### config.mk
export PLATFORM = sky130hd
export DESIGN_NAME = decimal_digit_bucket_distributor_top_flat
export DESIGN_NICKNAME = d
export VERILOG_FILES = /design/src/hw/rtl/ddbd_pkg.sv /design/src/hw/rtl/ddbd_in_if.sv /design/src/hw/rtl/ddbd_out_if.sv /design/src/hw/rtl/ddbd_entry_mem.sv /design/src/hw/rtl/ddbd_digit_stage.sv /design/src/hw/rtl/ddbd_bucket_ctrl.sv /design/src/hw/rtl/decimal_digit_bucket_distributor_top.sv /design/src/flat_wrapper.sv
export VERILOG_INCLUDE_DIRS = /design/src /design/src/hw/rtl
export SDC_FILE = /design/constraint.sdc
export NUM_CORES = 2
export LEC_CHECK = 0
export ABC_AREA = 1
export BUFFER_PORTS_ARGS = -buffer_cell sky130_fd_sc_hd__buf_2
export CAP_MARGIN = 20
export CORE_MARGIN = 8
export CORE_UTILIZATION = 30
export CTS_CLUSTER_DIAMETER = 60
export DETAILED_ROUTE_END_ITERATION = 10
export PLACE_DENSITY = 0.52
export SLEW_MARGIN = 15
export SYNTH_ARGS = -nofsm -noshare
export SYNTH_HDL_FRONTEND = slang
export SYNTH_SLANG_ARGS = --single-unit
### constraint.sdc
create_clock -name clk -period 4.9 [get_ports clk]
set_clock_uncertainty 0.2 [all_clocks]
set_input_delay 0.49 -clock clk [delete_from_list [all_inputs] [get_ports clk]]
set_output_delay 0.49 -clock clk [all_outputs]
set_load 0.01 [all_outputs]
### src/hw/rtl/decimal_digit_bucket_distributor_top_defines.svh
// ---------------------------------------------------------------------------
// Assertion macros for the decimal digit bucket distributor.
// Each macro checks a property on the rising clock edge while reset is off.
// ---------------------------------------------------------------------------
`ifndef DECIMAL_DIGIT_BUCKET_DISTRIBUTOR_TOP_DEFINES_SVH
`define DECIMAL_DIGIT_BUCKET_DISTRIBUTOR_TOP_DEFINES_SVH

`ifndef SYNTH
`define DDBD_ASSERT(label, clk, rst_n, prop) \
    label: assert property (@(posedge clk) disable iff (!rst_n) prop) \
        else $error("ddbd assertion failed");
`define DDBD_ASSERT_NEVER(label, clk, rst_n, expr) \
    label: assert property (@(posedge clk) disable iff (!rst_n) !(expr)) \
        else $error("ddbd forbidden condition seen");
`else
`define DDBD_ASSERT(label, clk, rst_n, prop)
`define DDBD_ASSERT_NEVER(label, clk, rst_n, expr)
`endif

`endif

### src/hw/rtl/ddbd_pkg.sv
// ---------------------------------------------------------------------------
// ddbd_pkg
// Types and constants shared by the decimal digit bucket distributor.
// ---------------------------------------------------------------------------
`timescale 1ns / 1ps
`default_nettype none

package ddbd_pkg;

    localparam int VALUE_W          = 16;
    localparam int STORE_DEPTH      = 64;
    localparam int ADDR_W           = 6;
    localparam int COUNT_W          = 7;
    localparam int NUM_BUCKETS      = 10;
    localparam int BUCKET_W         = 4;
    localparam int DEFAULT_CAPACITY = 64;

    // Division by ten through a reciprocal: (v * 0xCCCD) >> 19 is exact for 16 bits.
    localparam int PROD_W      = 32;
    localparam int RECIP_SHIFT = 19;
    localparam int QUOT_W      = PROD_W - RECIP_SHIFT;
    localparam logic [VALUE_W-1:0] RECIP_TEN = 16'hCCCD;

    localparam logic [BUCKET_W-1:0] LAST_BUCKET = BUCKET_W'(NUM_BUCKETS - 1);

    typedef struct packed {
        logic [VALUE_W-1:0] value;
        logic [ADDR_W-1:0]  link;
    } entry_t;

    typedef struct packed {
        logic                we;
        logic [ADDR_W-1:0]   waddr;
        entry_t              wdata;
        logic                re;
        logic [ADDR_W-1:0]   raddr;
    } mem_req_t;

    typedef struct packed {
        logic                valid;
        logic [VALUE_W-1:0]  value;
        logic                last;
        logic [BUCKET_W-1:0] digit;
    } item_t;

endpackage

`default_nettype wire

### src/hw/rtl/ddbd_in_if.sv
// ---------------------------------------------------------------------------
// ddbd_in_if
// Input channel: one value per transaction, with a last marker.
// ---------------------------------------------------------------------------
`timescale 1ns / 1ps
`default_nettype none

interface ddbd_in_if;
    logic                            valid;
    logic                            ready;
    logic [ddbd_pkg::VALUE_W-1:0]    value;
    logic                            last;

    modport source (output valid, output value, output last, input ready);
    modport sink   (input valid, input value, input last, output ready);
endinterface

`default_nettype wire

### src/hw/rtl/ddbd_out_if.sv
// ---------------------------------------------------------------------------
// ddbd_out_if
// Output channel: one reordered value per transaction.
// ---------------------------------------------------------------------------
`timescale 1ns / 1ps
`default_nettype none

interface ddbd_out_if;
    logic                            valid;
    logic                            ready;
    logic [ddbd_pkg::VALUE_W-1:0]    value_res;
    logic                            last_res;
    logic                            overflow;

    modport source (output valid, output value_res, output last_res, output overflow,
                     input ready);
    modport sink   (input valid, input value_res, input last_res, input overflow,
                     output ready);
endinterface

`default_nettype wire

### src/hw/rtl/ddbd_entry_mem.sv
// ---------------------------------------------------------------------------
// ddbd_entry_mem
// Entry store: value and bucket link per entry, one write and one
// registered read port.
// ---------------------------------------------------------------------------
`timescale 1ns / 1ps
`default_nettype none

module ddbd_entry_mem (
    input  wire logic               clk,
    input  wire ddbd_pkg::mem_req_t req,
    output ddbd_pkg::entry_t        rdata
);

    ddbd_pkg::entry_t mem [ddbd_pkg::STORE_DEPTH];
    ddbd_pkg::entry_t rdata_reg;

    always_ff @(posedge clk)
    begin
        if (req.we)
        begin
            mem[req.waddr] <= req.wdata;
        end
        if (req.re)
        begin
            rdata_reg <= mem[req.raddr];
        end
    end

    assign rdata = rdata_reg;

endmodule

`default_nettype wire

### src/hw/rtl/ddbd_digit_stage.sv
// ---------------------------------------------------------------------------
// ddbd_digit_stage
// Input register that finds the last decimal digit of each value.
// ---------------------------------------------------------------------------
`timescale 1ns / 1ps
`default_nettype none

module ddbd_digit_stage (
    input  wire logic            clk,
    input  wire logic            rst_n,
    ddbd_in_if.sink              in_ch,
    input  wire logic            load_ready,
    output ddbd_pkg::item_t      item
);

    logic                                 valid_reg;
    logic [ddbd_pkg::VALUE_W-1:0]         value_reg;
    logic                                 last_reg;
    logic [ddbd_pkg::QUOT_W-1:0]          quot_reg;
    logic [ddbd_pkg::PROD_W-1:0]          prod;
    logic [ddbd_pkg::VALUE_W-1:0]         quot_x10;
    logic [ddbd_pkg::VALUE_W-1:0]         rem_wide;

    assign in_ch.ready = load_ready;
    assign prod = ddbd_pkg::PROD_W'(in_ch.value) * ddbd_pkg::PROD_W'(ddbd_pkg::RECIP_TEN);

    always_ff @(posedge clk or negedge rst_n)
    begin
        if (!rst_n)
        begin
            valid_reg <= 1'b0;
            value_reg <= '0;
            last_reg  <= 1'b0;
            quot_reg  <= '0;
        end
        else
        begin
            valid_reg <= in_ch.valid && load_ready;
            if (in_ch.valid && load_ready)
            begin
                value_reg <= in_ch.value;
                last_reg  <= in_ch.last;
                quot_reg  <= prod[ddbd_pkg::PROD_W-1:ddbd_pkg::RECIP_SHIFT];
            end
        end
    end

    assign quot_x10 = (ddbd_pkg::VALUE_W'(quot_reg) << 3) + (ddbd_pkg::VALUE_W'(quot_reg) << 1);
    assign rem_wide = value_reg - quot_x10;

    assign item.valid = valid_reg;
    assign item.value = value_reg;
    assign item.last  = last_reg;
    assign item.digit = rem_wide[ddbd_pkg::BUCKET_W-1:0];

endmodule

`default_nettype wire

### src/hw/rtl/ddbd_bucket_ctrl.sv
// ---------------------------------------------------------------------------
// ddbd_bucket_ctrl
// Bucket heads, fill count and the sequencer that links entries on load
// and walks the buckets on emission.
// ---------------------------------------------------------------------------
`timescale 1ns / 1ps
`default_nettype none

`include "decimal_digit_bucket_distributor_top_defines.svh"

module ddbd_bucket_ctrl #(
    parameter int CAPACITY = ddbd_pkg::DEFAULT_CAPACITY
) (
    input  wire logic               clk,
    input  wire logic               rst_n,
    input  wire ddbd_pkg::item_t    item,
    output logic                    load_ready,
    output ddbd_pkg::mem_req_t      mem_req,
    input  wire ddbd_pkg::entry_t   rdata,
    ddbd_out_if.source              out_ch
);

    typedef enum logic [1:0] {
        ST_LOAD,
        ST_SCAN,
        ST_DATA
    } state_t;

    localparam logic [ddbd_pkg::COUNT_W-1:0] CAP_COUNT = ddbd_pkg::COUNT_W'(CAPACITY);
    localparam logic [ddbd_pkg::COUNT_W-1:0] ONE_COUNT = ddbd_pkg::COUNT_W'(1);

    state_t                              state_reg, state_next;
    logic [ddbd_pkg::BUCKET_W-1:0]       bucket_reg, bucket_next;
    logic [ddbd_pkg::ADDR_W-1:0]         cur_idx_reg, cur_idx_next;
    logic [ddbd_pkg::COUNT_W-1:0]        count_reg, count_next;
    logic [ddbd_pkg::COUNT_W-1:0]        remaining_reg, remaining_next;
    logic                                dropped_reg, dropped_next;
    logic [ddbd_pkg::NUM_BUCKETS-1:0]    head_valid_reg, head_valid_next;
    logic [ddbd_pkg::ADDR_W-1:0]         head_idx_reg [ddbd_pkg::NUM_BUCKETS];
    logic [ddbd_pkg::ADDR_W-1:0]         head_idx_next [ddbd_pkg::NUM_BUCKETS];
    logic                                out_valid_reg, out_valid_next;
    logic [ddbd_pkg::VALUE_W-1:0]        out_value_reg, out_value_next;
    logic                                out_last_reg, out_last_next;
    logic                                out_ovf_reg, out_ovf_next;
    logic                                full;
    logic                                out_free;

    assign full       = count_reg >= CAP_COUNT;
    assign out_free   = !out_valid_reg || out_ch.ready;
    assign load_ready = (state_reg == ST_LOAD) && !(item.valid && item.last);

    always_comb
    begin
        state_next      = state_reg;
        bucket_next     = bucket_reg;
        cur_idx_next    = cur_idx_reg;
        count_next      = count_reg;
        remaining_next  = remaining_reg;
        dropped_next    = dropped_reg;
        head_valid_next = head_valid_reg;
        head_idx_next   = head_idx_reg;
        out_valid_next  = out_valid_reg && !out_ch.ready;
        out_value_next  = out_value_reg;
        out_last_next   = out_last_reg;
        out_ovf_next    = out_ovf_reg;
        mem_req         = '0;

        unique case (state_reg)
            ST_LOAD:
            begin
                if (item.valid)
                begin
                    if (!full)
                    begin
                        mem_req.we          = 1'b1;
                        mem_req.waddr       = count_reg[ddbd_pkg::ADDR_W-1:0];
                        mem_req.wdata.value = item.value;
                        mem_req.wdata.link  = head_valid_reg[item.digit]
                                            ? head_idx_reg[item.digit]
                                            : count_reg[ddbd_pkg::ADDR_W-1:0];
                        head_valid_next[item.digit] = 1'b1;
                        head_idx_next[item.digit]   = count_reg[ddbd_pkg::ADDR_W-1:0];
                        count_next = count_reg + ONE_COUNT;
                    end
                    else
                    begin
                        dropped_next = 1'b1;
                    end
                    if (item.last)
                    begin
                        remaining_next = full ? count_reg : count_reg + ONE_COUNT;
                        bucket_next    = '0;
                        state_next     = ST_SCAN;
                    end
                end
            end
            ST_SCAN:
            begin
                if (head_valid_reg[bucket_reg])
                begin
                    mem_req.re    = 1'b1;
                    mem_req.raddr = head_idx_reg[bucket_reg];
                    cur_idx_next  = head_idx_reg[bucket_reg];
                    state_next    = ST_DATA;
                end
                else if (bucket_reg == ddbd_pkg::LAST_BUCKET)
                begin
                    head_valid_next = '0;
                    count_next      = '0;
                    state_next      = ST_LOAD;
                end
                else
                begin
                    bucket_next = bucket_reg + 1'b1;
                end
            end
            ST_DATA:
            begin
                if (out_free)
                begin
                    out_valid_next = 1'b1;
                    out_value_next = rdata.value;
                    out_last_next  = (remaining_reg == ONE_COUNT);
                    out_ovf_next   = dropped_reg;
                    remaining_next = remaining_reg - ONE_COUNT;
                    if (remaining_reg == ONE_COUNT)
                    begin
                        head_valid_next = '0;
                        count_next      = '0;
                        state_next      = ST_LOAD;
                    end
                    else if (rdata.link != cur_idx_reg)
                    begin
                        mem_req.re    = 1'b1;
                        mem_req.raddr = rdata.link;
                        cur_idx_next  = rdata.link;
                    end
                    else
                    begin
                        bucket_next = bucket_reg + 1'b1;
                        state_next  = ST_SCAN;
                    end
                end
            end
            default:
            begin
                state_next = ST_LOAD;
            end
        endcase
    end

    always_ff @(posedge clk or negedge rst_n)
    begin
        if (!rst_n)
        begin
            state_reg      <= ST_LOAD;
            bucket_reg     <= '0;
            cur_idx_reg    <= '0;
            count_reg      <= '0;
            remaining_reg  <= '0;
            dropped_reg    <= 1'b0;
            head_valid_reg <= '0;
            head_idx_reg   <= '{default: '0};
            out_valid_reg  <= 1'b0;
            out_value_reg  <= '0;
            out_last_reg   <= 1'b0;
            out_ovf_reg    <= 1'b0;
        end
        else
        begin
            state_reg      <= state_next;
            bucket_reg     <= bucket_next;
            cur_idx_reg    <= cur_idx_next;
            count_reg      <= count_next;
            remaining_reg  <= remaining_next;
            dropped_reg    <= dropped_next;
            head_valid_reg <= head_valid_next;
            head_idx_reg   <= head_idx_next;
            out_valid_reg  <= out_valid_next;
            out_value_reg  <= out_value_next;
            out_last_reg   <= out_last_next;
            out_ovf_reg    <= out_ovf_next;
        end
    end

    assign out_ch.valid     = out_valid_reg;
    assign out_ch.value_res = out_value_reg;
    assign out_ch.last_res  = out_last_reg;
    assign out_ch.overflow  = out_ovf_reg;

    `DDBD_ASSERT(a_drop_sets_flag, clk, rst_n,
        (state_reg == ST_LOAD && item.valid && full) |=> dropped_reg)
    `DDBD_ASSERT(a_final_empties_store, clk, rst_n,
        (state_reg == ST_DATA && out_free && remaining_reg == ONE_COUNT)
        |=> (state_reg == ST_LOAD && count_reg == '0 && out_last_reg))
    `DDBD_ASSERT_NEVER(a_walk_without_entries, clk, rst_n,
        state_reg != ST_LOAD && remaining_reg == '0)
    `DDBD_ASSERT_NEVER(a_count_over_capacity, clk, rst_n,
        count_reg > CAP_COUNT)

endmodule

`default_nettype wire

### src/hw/rtl/decimal_digit_bucket_distributor_top.sv
// ---------------------------------------------------------------------------
// decimal_digit_bucket_distributor_top
// One radix sort pass on the last decimal digit of a stream of values.
//
// The in_ch channel takes one value per transaction. Values are linked
// newest first into ten buckets by value mod 10 and kept in a 64-entry
// store, one per cycle. A transaction with last set ends the sequence.
// The block then stops taking input and walks the buckets 0 to 9, each
// newest first, and presents every stored value on out_ch; last_res marks
// the final one and overflow tells whether any value was dropped because
// CAPACITY values were already stored. The overflow flag is sticky until
// reset.
// After the last transaction the emission gives one value per cycle inside
// a bucket while out_ch is ready, with a scan step for each bucket that is
// entered or skipped; the bucket walk follows the link read from the store,
// whose read data are registered and arrive in the cycle after the address.
// When out_ch stalls, the walk holds on the pending value. Reset empties all
// buckets and clears the overflow flag.
// ---------------------------------------------------------------------------
`timescale 1ns / 1ps
`default_nettype none

module decimal_digit_bucket_distributor_top #(
    parameter int CAPACITY = ddbd_pkg::DEFAULT_CAPACITY
) (
    input  wire logic    clk,
    input  wire logic    rst_n,
    ddbd_in_if.sink      in_ch,
    ddbd_out_if.source   out_ch
);

    ddbd_pkg::item_t     item;
    ddbd_pkg::mem_req_t  mem_req;
    ddbd_pkg::entry_t    rdata;
    logic                load_ready;

    ddbd_digit_stage u_digit_stage (
        .clk        (clk),
        .rst_n      (rst_n),
        .in_ch      (in_ch),
        .load_ready (load_ready),
        .item       (item)
    );

    ddbd_entry_mem u_entry_mem (
        .clk   (clk),
        .req   (mem_req),
        .rdata (rdata)
    );

    ddbd_bucket_ctrl #(
        .CAPACITY (CAPACITY)
    ) u_bucket_ctrl (
        .clk        (clk),
        .rst_n      (rst_n),
        .item       (item),
        .load_ready (load_ready),
        .mem_req    (mem_req),
        .rdata      (rdata),
        .out_ch     (out_ch)
    );

endmodule

`default_nettype wire

### src/flat_wrapper.sv
// flat-port wrapper written by rule: the top's interface ports become plain ports
module decimal_digit_bucket_distributor_top_flat 
#(
    parameter int CAPACITY = ddbd_pkg::DEFAULT_CAPACITY
)
  (clk, rst_n, in_ch_valid, in_ch_value, in_ch_last, in_ch_ready, out_ch_valid, out_ch_value_res, out_ch_last_res, out_ch_overflow, out_ch_ready);
  ddbd_in_if in_ch_i ();
  ddbd_out_if out_ch_i ();
  input  wire logic clk;
  input  wire logic rst_n;
  input wire logic [$bits(in_ch_i.valid)-1:0] in_ch_valid;
  input wire logic [$bits(in_ch_i.value)-1:0] in_ch_value;
  input wire logic [$bits(in_ch_i.last)-1:0] in_ch_last;
  output wire logic [$bits(in_ch_i.ready)-1:0] in_ch_ready;
  output wire logic [$bits(out_ch_i.valid)-1:0] out_ch_valid;
  output wire logic [$bits(out_ch_i.value_res)-1:0] out_ch_value_res;
  output wire logic [$bits(out_ch_i.last_res)-1:0] out_ch_last_res;
  output wire logic [$bits(out_ch_i.overflow)-1:0] out_ch_overflow;
  input wire logic [$bits(out_ch_i.ready)-1:0] out_ch_ready;
  assign in_ch_i.valid = in_ch_valid;
  assign in_ch_i.value = in_ch_value;
  assign in_ch_i.last = in_ch_last;
  assign in_ch_ready = in_ch_i.ready;
  assign out_ch_valid = out_ch_i.valid;
  assign out_ch_value_res = out_ch_i.value_res;
  assign out_ch_last_res = out_ch_i.last_res;
  assign out_ch_overflow = out_ch_i.overflow;
  assign out_ch_i.ready = out_ch_ready;
  decimal_digit_bucket_distributor_top #(.CAPACITY(CAPACITY)) u_core (.clk(clk), .rst_n(rst_n), .in_ch(in_ch_i), .out_ch(out_ch_i));
endmodule
==> PnR_summary.wiki <==
{| class="wikitable"
! Metric !! Value
|-
| Clock tree buffer depth || 3
|-
| Critical path fanouts, max || 5
|-
| Die Area || about 0.26 mm2
|-
| Number of stages on the worst setup path || 18
|-
| Place WS || -485.8 ps
|-
| Power Density || around 560 mW/mm2
|-
| Post-synthesis xor/xnor area fraction || 0.003258
|-
| Standby leakage power || ~33 nW
|-
| Most common cell in the synthesized netlist || sky130_fd_sc_hd__nand2_1
|-
| Simple-gate share of the synthesized area || 0.2276
|-
| Fill count || 23930
|-
| Starting density of the core || 0.3018
|-
| Adder-cell share of the synthesized area || 0.03444
|-
| Smallest hold slack || about 62 ps
|-
| Total routed wirelength || approximately 220000 um
|-
| Fraction of synthesized cell area taken by the top area cell type || 0.5915
|-
| Global-route wire length before repair || roughly 330000 um
|-
| GR met2 Demand/Resource || 0.2644
|-
| Path class of the lowest-slack min-delay path || in -> reg
|-
| DRC violation count after routing || 0
|-
| Worst rel slew slack || 0.2845
|-
| Leading post-synthesis cells by instance count || 1597 x sky130_fd_sc_hd__nand2_1, 1562 x sky130_fd_sc_hd__nand3_1, 1430 x sky130_fd_sc_hd__edfxtp_1
|-
| Core ar. || about 0.24 mm2
|-
| Global-route usage over all layers || 0.1656
|-
| Launch instance of the worst register-to-register path || u_core.u_digit_stage.value_reg[0]
|-
| Via count of the first global-routing pass || between 40000 and 50000
|-
| Multi-input logic area || around 0.021 mm2
|-
| Type of element capturing the critical path || flop
|-
| Most used flip-flop cell after synthesis || sky130_fd_sc_hd__edfxtp_1
|-
| Layout cell share with drive strength beyond 1 || 0.09902
|-
| Final weighted congestion in routability-driven placement || 0.8613
|-
| Total half-perimeter wirelength after legalization and detailed placement || around 130000 um
|-
| Via count || a little over 50000
|-
| Dominant combinational cell family by area after synthesis || simple AND/OR/NAND/NOR gates
|-
| Final number of max-transition violations || 0
|-
| Share of the synthesized area in compound gates (AO/OA/AOI/OAI) || 0.02125
|-
| Antenna violations before repair || 4
|-
| Critical Path Max Stage Delay || 560 ps
|-
| Hold path cells || 5
|-
| Most crowded layer after global routing || met2
|-
| Slowest-stage cell, CP || sky130_fd_sc_hd__fa_1
|-
| TritonCTS clock tree || yes
|-
| Clock transition at the register clock pins on the worst setup and hold paths after CTS || approximately 50 ps
|-
| Count of unique library cells instantiated by Yosys || 50
|-
| Clock net sink count || 1567
|-
| Buffers and inverters on the worst path || 4
|-
| Slew at the pin closest to its max-slew limit || 1072 ps
|-
| Global route overflow || 0
|-
| Worst-case vdd ir drop || ~0.86 mV
|-
| Number of placed cells counting well taps || 9912
|-
| Fraction of registers with async set or reset after synthesis || 0.08743
|-
| Num rows || 180
|-
| Family of cells with the greatest summed delay on the critical path || adder cells
|-
| Post-Layout Cell Count || approximately 10000
|-
| Proportion of synthesized chip area in sequential cells || 0.6388
|-
| Library cell occupying the most area in the post-synthesis netlist || sky130_fd_sc_hd__edfxtp_1
|-
| Chip width || 507.9 um
|-
| Critical Path Start || in_ch_value[11]
|-
| Setup repair after global routing missed its margin || no
|-
| Max cap viols || 0
|-
| Pre-Repair DR Iteration Count || 6
|-
| Final critical path time including I/O delays and setup || ~4700 ps
|-
| Final net count || roughly 7000
|-
| TritonCTS Buffers || about 170
|-
| Cell types occupying the most area after synthesis || sky130_fd_sc_hd__edfxtp_1 59%, sky130_fd_sc_hd__nand3_1 11%, sky130_fd_sc_hd__nand2_1 8.3%
|-
| Top-level port count || 41
|-
| Number of nets with antenna violations after routing || 0
|-
| Post-synthesis register bit count || roughly 1600
|-
| Area occupied by registers || approximately 0.046 mm2
|-
| Worst Setup Path Type || in -> reg
|-
| Largest net degree at the start of global routing || 189
|-
| Fmax || between 200 and 250 MHz
|-
| Synthesized net count || approximately 7000
|-
| Required time of the worst setup path || around 5400 ps
|-
| Most used cell along the critical path || sky130_fd_sc_hd__fa_1
|-
| Layout area overhead || 14.61%
|-
| Global-route track usage on met3 || 0.02487
|-
| Final hold vios || 0
|-
| Endpoint of the most critical setup path || u_core.u_digit_stage.quot_reg[2]
|-
| Wire per inst || about 21 um
|-
| RR Endpoint || u_core.u_entry_mem.mem[20][1]
|-
| Startpoint type of the worst setup path || input port
|-
| Vias/cell || between 4 and 5
|-
| Final total power || around 0.047 W
|-
| Insertion delay of the later-clocked pin in the worst-skew pair || between 800 and 900 ps
|-
| Number of flops mapped to enable cells by yosys || between 1000 and 1500
|-
| Yosys Warn Count || 0
|-
| Buffer cell driving the clock tree root || sky130_fd_sc_hd__clkbuf_16
|-
| Die height || roughly 510 um
|-
| R2R setup slack || approximately 620 ps
|-
| Final cycle utilization of the critical path || 0.9681
|-
| Final count of negative-setup-slack endpoints || 0
|-
| Flip-flop count of the largest register, all copies and words added || between 1000 and 1500
|-
| Chain of cells forming the critical path || dlygate4sd3_1, buf_2, ha_1, ha_1, inv_1, fa_1, inv_1, fa_1, fa_1, fa_1, ha_4, a21oi_2, o21ai_0, a211oi_1, o311a_1, nand2_1, nand3_1, o21ai_1
|-
| Outcome || finished clean
|-
| Input/output buffers || 40
|-
| Violation count after the first detailed-routing iteration || 5085
|-
| Portion of netlist area occupied by mux cells || 0.002482
|-
| Post-synthesis cell area || 0.07259 mm2
|-
| Worst setup margin || around 160 ps
|-
| Data arrival time of the critical path || 5200 ps
|-
| Cell count of the worst reg-to-reg path || 16
|-
| Synthesized netlist cell count || 6830
|-
| Synthesized area divided by synthesized cell count || about 11 um2
|-
| H-tree Lvls || 4
|-
| Global-route met1 utilization || 0.2340
|}
per-layer routing:
layer  share of wire  routed length (um)
met1            0.45               99350
met2            0.46              100800
met3           0.060               13220
met4           0.028                6067
met5               0                   0
stage by stage:
step | TNS, ps | instance area, um2 | util
floorplan | 0 | 72660 | -
global placement | -1110 | 77650 | 0.3228
detailed placement | -957.8 | 77650 | 0.3228
CTS | 0 | 83150 | 0.3457
global route | 0 | 83200 | 0.3459
finish | 0 | 83200 | 0.3459
cells by family after synthesis:
group / Yosys count
buffers and inverters: 1188
adders and majority gates: 162
DFF: 1567
AOI/OAI and AO/OA: 266
muxes: 16
xor gates and xnor gates: 27
and+or+nand+nor: 3604
worst min-delay path, stage by stage:
cell,delay (ps)
sky130_fd_sc_hd__buf_2,110
sky130_fd_sc_hd__buf_4,110
sky130_fd_sc_hd__buf_4,130
sky130_fd_sc_hd__nand2_1,80
sky130_fd_sc_hd__o21ai_0,80
final cells by class:
class / instances / share of cell area
repair buffers: 328 / 0.03698
multi-input cells: 4075 / 0.2584
clock inverters: 77 / 0.008572
flip-flops and latches: 1567 / 0.5573
well taps: 3185 / 0.04790
inverters: 770 / 0.03484
diodes: 2 / 0.00006015
clock buffers: 232 / 0.05594
repair_timing:
action | in CTS | in global routing
gates resized for setup | 0 | 7
endpoints found under the hold margin | 80 | 0
buffers inserted | 0 | 0
hold buffers | 13 | 0
endpoints found under the setup margin | 0 | 2
cells in the final DEF, fill, tap and decap left out, types with 16 or more instances in the layout:
master / count
sky130_fd_sc_hd__nor2_2: 65
sky130_fd_sc_hd__nand3_1: 1562
sky130_fd_sc_hd__dfrtp_1: 137
sky130_fd_sc_hd__buf_4: 221
sky130_fd_sc_hd__inv_1: 752
sky130_fd_sc_hd__nor2_1: 73
sky130_fd_sc_hd__ha_1: 91
sky130_fd_sc_hd__o21ai_0: 115
sky130_fd_sc_hd__nand3b_1: 242
sky130_fd_sc_hd__a21oi_1: 54
sky130_fd_sc_hd__mux2_2: 16
sky130_fd_sc_hd__fa_1: 61
sky130_fd_sc_hd__xor2_1: 19
sky130_fd_sc_hd__buf_12: 54
sky130_fd_sc_hd__buf_2: 39
sky130_fd_sc_hd__clkinv_1: 37
sky130_fd_sc_hd__clkinv_2: 18
sky130_fd_sc_hd__clkbuf_1: 52
sky130_fd_sc_hd__edfxtp_1: 1430
sky130_fd_sc_hd__nor2_4: 24
sky130_fd_sc_hd__o22ai_1: 28
sky130_fd_sc_hd__nand2_1: 1596
sky130_fd_sc_hd__clkbuf_16: 176
worst min-delay path by stage:
stage                                                 from                                   endpoint  slack [ps]
after floorplan                                      rst_n         u_core.u_bucket_ctrl.bucket_reg[0]          -6
after global placement    u_core.u_bucket_ctrl.dropped_reg           u_core.u_bucket_ctrl.dropped_reg         240
after detailed placement      u_core.u_entry_mem.rdata[20]  u_core.u_bucket_ctrl.out_ch.value_res[14]         270
after CTS                                            rst_n   u_core.u_bucket_ctrl.out_ch.value_res[4]          30
after global routing                                 rst_n       u_core.u_bucket_ctrl.out_ch.overflow          90
final                                       in_ch_value[5]          u_core.u_digit_stage.value_reg[5]          60
where the power goes:
group / total, W / switching [W] / internal [W]
Sequential: 0.0167 / 0.000305 / 0.0164
Clock: 0.0125 / 0.00537 / 0.00714
Combinational: 0.0173 / 0.0127 / 0.00463
Total: 0.0465 / 0.0183 / 0.0282
Note: power is estimated with default switching activity, not from simulation.
